**config.mk**
```make
export PLATFORM = sky130hd
export DESIGN_NAME = mm_front
export DESIGN_NICKNAME = d
export VERILOG_FILES = /design/src/rtl/core/mm_pkg.sv /design/src/rtl/core/mm_front.sv
export SDC_FILE = /design/constraint.sdc
export NUM_CORES = 1
export LEC_CHECK = 0
export BUFFER_PORTS_ARGS = -buffer_cell sky130_fd_sc_hd__buf_4
export CORE_MARGIN = 2
export CORE_UTILIZATION = 51
export CTS_CLUSTER_DIAMETER = 200
export DETAILED_ROUTE_END_ITERATION = 10
export PLACE_DENSITY = 0.81
export SYNTH_ARGS = -nofsm -noshare
export SYNTH_HDL_FRONTEND = slang
export SYNTH_SLANG_ARGS = --single-unit
```
**constraint.sdc**
```tcl
create_clock -name i_clk -period 4 [get_ports i_clk]
set_input_delay 0.4 -clock i_clk [delete_from_list [all_inputs] [get_ports i_clk]]
set_output_delay 0.4 -clock i_clk [all_outputs]
set_load 0.02 [all_outputs]
```
**src/rtl/core/mm_pkg.sv**
```systemverilog
// Shared types, codes and arithmetic helpers for the matrix multiply core.
// No dependencies; imported by mm_front, mm_back and matrix_multiply_core.
package mm_pkg;

    // Request codes carried on the input channel.
    typedef enum logic [1:0] {
        REQ_WR_A    = 2'd0,
        REQ_WR_B    = 2'd1,
        REQ_COMPUTE = 2'd2
    } t_req;

    // Configuration register indexes.
    localparam logic [1:0] CFG_NUM_ROWS  = 2'd0;
    localparam logic [1:0] CFG_NUM_COLS  = 2'd1;
    localparam logic [1:0] CFG_INNER_LEN = 2'd2;

    localparam logic [3:0] DIM_RESET = 4'd8;

    localparam logic signed [63:0] ACC_MAX = 64'sh7FFF_FFFF_FFFF_FFFF;
    localparam logic signed [63:0] ACC_MIN = 64'sh8000_0000_0000_0000;

    // Classified command passed from front to back.
    typedef struct packed {
        t_req               op;
        logic [2:0]         row;
        logic [2:0]         col;
        logic signed [31:0] value;
    } t_cmd;

    // Dimensions in use, already clamped to 1..MAX_DIM.
    typedef struct packed {
        logic [3:0] m;
        logic [3:0] n;
        logic [3:0] kl;
    } t_dims;

    typedef enum logic [1:0] {
        BK_IDLE,
        BK_ISSUE,
        BK_WAIT
    } t_back_state;

    // Zero counts as one, anything above the limit counts as the limit.
    function automatic logic [3:0] dim_used(input logic [3:0] value, input logic [3:0] limit);
        logic [3:0] res;
        if (value == 4'd0) begin
            res = 4'd1;
        end else if (value > limit) begin
            res = limit;
        end else begin
            res = value;
        end
        return res;
    endfunction

    // Signed 64-bit add, clamped to the signed range on overflow.
    function automatic logic signed [63:0] sat_add(input logic signed [63:0] a,
                                                   input logic signed [63:0] b);
        logic signed [63:0] s;
        s = a + b;
        if ((a[63] == b[63]) && (s[63] != a[63])) begin
            s = a[63] ? ACC_MIN : ACC_MAX;
        end
        return s;
    endfunction

endpackage

```
**src/rtl/core/mm_front.sv**
```systemverilog
// Front end: accepts input transfers, drops ignored requests, queues commands.
// Depends on mm_pkg for t_cmd and request codes.
module mm_front #(
    parameter int MAX_DIM = 8
) (
    input  logic          i_clk,
    input  logic          i_rst_n,
    input  logic          i_in_valid,
    output logic          o_in_stall,
    input  logic [1:0]    i_req_type,
    input  logic [2:0]    i_row_index,
    input  logic [2:0]    i_col_index,
    input  logic [31:0]   i_elem_value,
    output logic          o_cmd_valid,
    output mm_pkg::t_cmd  o_cmd,
    input  logic          i_cmd_pop
);
    import mm_pkg::*;

    localparam int QDEPTH = 2;

    t_cmd       r_q [QDEPTH];
    logic       r_wr_ptr;
    logic       r_rd_ptr;
    logic [1:0] r_count;
    logic [1:0] n_count;

    logic in_range;
    logic keep;
    logic push;
    logic pop;
    t_cmd w_cmd;

    assign in_range = (4'(i_row_index) < 4'(MAX_DIM)) && (4'(i_col_index) < 4'(MAX_DIM));

    always_comb begin
        case (i_req_type)
            REQ_WR_A:    keep = in_range;
            REQ_WR_B:    keep = in_range;
            REQ_COMPUTE: keep = 1'b1;
            default:     keep = 1'b0;
        endcase
    end

    assign w_cmd.op    = t_req'(i_req_type);
    assign w_cmd.row   = i_row_index;
    assign w_cmd.col   = i_col_index;
    assign w_cmd.value = $signed(i_elem_value);

    assign o_in_stall  = (r_count == 2'(QDEPTH));
    assign push        = i_in_valid && !o_in_stall && keep;
    assign o_cmd_valid = (r_count != 2'd0);
    assign pop         = i_cmd_pop && o_cmd_valid;
    assign o_cmd       = r_q[r_rd_ptr];

    always_comb begin
        n_count = r_count;
        if (push && !pop) begin
            n_count = r_count + 2'd1;
        end else if (pop && !push) begin
            n_count = r_count - 2'd1;
        end
    end

    always_ff @(posedge i_clk) begin
        if (!i_rst_n) begin
            r_wr_ptr <= 1'b0;
            r_rd_ptr <= 1'b0;
            r_count  <= 2'd0;
        end else begin
            r_count <= n_count;
            if (push) begin
                r_wr_ptr <= !r_wr_ptr;
            end
            if (pop) begin
                r_rd_ptr <= !r_rd_ptr;
            end
        end
    end

    always_ff @(posedge i_clk) begin
        if (push) begin
            r_q[r_wr_ptr] <= w_cmd;
        end
    end

endmodule

```
==> metrics.txt <==
reg2reg start r_count[0]$_SDFFE_PN0P_; Fmax 0.437 GHz; final instance area 0.00401 sq mm; Placed Cells 305; Critical Path RT 3.60 ns; final setup vio count 0; n_diodes 0; Switching Power 746 uW; endpoint class of the critical path primary output; post-route ant nets 0; number of global-route vias before repair 1,649; Non-Filler Instances 321; CTS H-tree depth 3; DRT iter0 DRCs 90; Synth Register Bits 85; TritonCTS clock tree built; I/O Pins 86; post-placement cell area 0.00385 sq mm; CP Cell Sequence mux2_2 -> buf_4; status finished clean; RSZ-0062 raised after global routing no; Yosys top cell by area edfxtp_1; fin nets 286; Sink Count 85; per-cell routed wire length 16.2 um; vias per cell 5.09; Syn Inst Count 149; first-pass GRT wire length 7.53 mm; Hold Buf Count CTS 0; Worst-path clk slew 0.08 ns; top post-synthesis cells by area edfxtp_1 77%, mux2_2 14%, dfxtp_1 3.2%, and2_1 0.80%, a211oi_4 0.64%; deepest clock path buffer count 2; Yosys top cell area share 76.9%; total grt overflow 0; fin crit share 57.2%; slowest stage delay, CP 0.96 ns; die area 0.00677 sq mm; delay-heaviest family, CP flip-flops; hold_sp i_elem_value[10]; routed wire length 5.20 mm; dpl hpwl 3.35 mm; synthesized cell area 0.00313 sq mm; Slew @ Worst Pin 1.13 ns; Starting Density 52.8%; Clk pwr share 20.0%; Critical Path Source Type flip-flop; synth warn 0; worst-skew pair later-pin latency 0.34 ns; sw frac 30.3%; Critical-path top delay cell dfxtp_2; Final Power 2.46 mW; Worst VDD drop 0.000450 V; Util after Layout 67.6%; Vias 1,635; Syn Nets 194; Setup TNS 0 ns; # rows 28; share of cells above drive strength 1 58.5%; Internal Power 1.71 mW; RePlAce Congestion 0.665; Core ar. 0.00592 sq mm; cts bufs inserted 9; Unique masters post-synth 20; Layout Skew 0.00728 ns; die width 82.3 um; setup bufs post-CTS 0; register area share after synthesis 80.1%; Overall Global Routing Usage 15.7%; Worst Hold Class in -> reg; leak pwr 1.48 nW; Buf+Inv Stages, Crit Path 1; PD cells 614 mW/mm^2; root buf cell clkbuf_8; minimum clock period 2.29 ns; Max Cap Viol 0; layout overhead on the synthesized area 28.1%; largest net degree at the start of global routing 41; die height 82.3 um; Seq pwr share 48.9%; initial antenna violation count 0; critical path class reg -> out; crit path max fanout 40; Slew HR 24.7%; Hold Vio Cnt, Final 0; CP arrival 1.89 ns; DRC Markers 0; Comb pwr share 31.1%; post_cts resized 0; Port Buf Inserts 85; count of pins over their slew limit 0; drt pass-1 iters 4; Avg Cell Area, Syn 21.0 sq um
## layout make-up
cell class,count,area [sq um]
flip-flops and latches,85,2500
fillers,418,1920
repair buffers,85,638
multi-input cells,59,608
clock buffers,10,128
well taps,75,93.8
clock inverters,6,30.0
inverters,1,3.75
## per-layer routing
layer / track usage, % / vias up / routed length (um)
li1: - / 762 / -
met1: 17.8 / 805 / 2070
met2: 26.8 / 57 / 2720
met3: 3.91 / 11 / 311
met4: 9.67 / 0 / 105
met5: 0 / - / 0
## logic make-up after synthesis
kind of cell	Yosys count	synth area share [%]
compound gates	4	1.20
xor+xnor	3	0.841
fa+ha+maj	1	0.400
buf+inv	5	0.761
flops	85	80.1
mux	41	14.7
simple gates	10	2.00
## cell usage in the layout (no fill, tap or decap), drive strengths merged
cell / synthesis / final
or2: 1 / 1
clkinvlp: 0 / 1
mux2: 40 / 40
or3: 1 / 1
a211oi: 1 / 1
nand2b: 1 / 1
o21ai: 2 / 2
clkbuf: 0 / 10
xor2: 1 / 1
ha: 1 / 1
mux2i: 1 / 1
xnor2: 2 / 2
clkinv: 0 / 5
inv: 1 / 1
nand2: 1 / 1
nor2b: 2 / 2
and2: 4 / 4
a21boi: 1 / 1
edfxtp: 80 / 80
buf: 4 / 85
dfxtp: 5 / 5
## power groups by stage
stage / Sequential (mW) / Clock (mW) / Combinational (mW)
2_1_floorplan: 1.16 / 0 / 0.520
3_3_place_gp: 1.22 / 0 / 0.760
3_5_place_dp: 1.23 / 0 / 0.770
4_1_cts: 1.21 / 0.504 / 0.774
5_1_grt: 1.22 / 0.541 / 0.812
6_report: 1.20 / 0.493 / 0.764
## cells in the mapped netlist
library cell	number
inv_1	1
or3_1	1
xnor2_1	2
a21boi_1	1
nor2b_2	1
and2_1	4
nand2b_1	1
o21ai_1	1
mux2i_1	1
o21ai_0	1
edfxtp_1	80
nor2b_1	1
a211oi_4	1
buf_2	4
ha_1	1
mux2_2	40
dfxtp_1	5
xor2_1	1
or2_2	1
nand2_1	1
## stage by stage
step	hold slack, ns	worst slack (ns)
after floorplan	0.451	0.922
after global placement	0.487	1.75
after detailed placement	0.514	1.74
after CTS	0.227	1.67
after global routing	0.220	1.60
final	0.243	1.71
## final timing paths
kind | slack [ns] | cells after the start | end
hold reg to reg | 0.52 | 2 | r_wr_ptr$_SDFFE_PN0P_
setup reg to reg | 1.80 | 3 | r_q[0][24]$_DFFE_PP_
setup / recovery | 1.71 | 2 | o_cmd[22]
hold / removal | 0.24 | 1 | r_q[1][10]$_DFFE_PP_
## flip-flops by register name (all words and copies together) (netlist names), named ones only
name / cells
r_wr_ptr: 1
r_count: 2
r_rd_ptr: 1
r_q: 80
(Power assumes the default switching activity.)
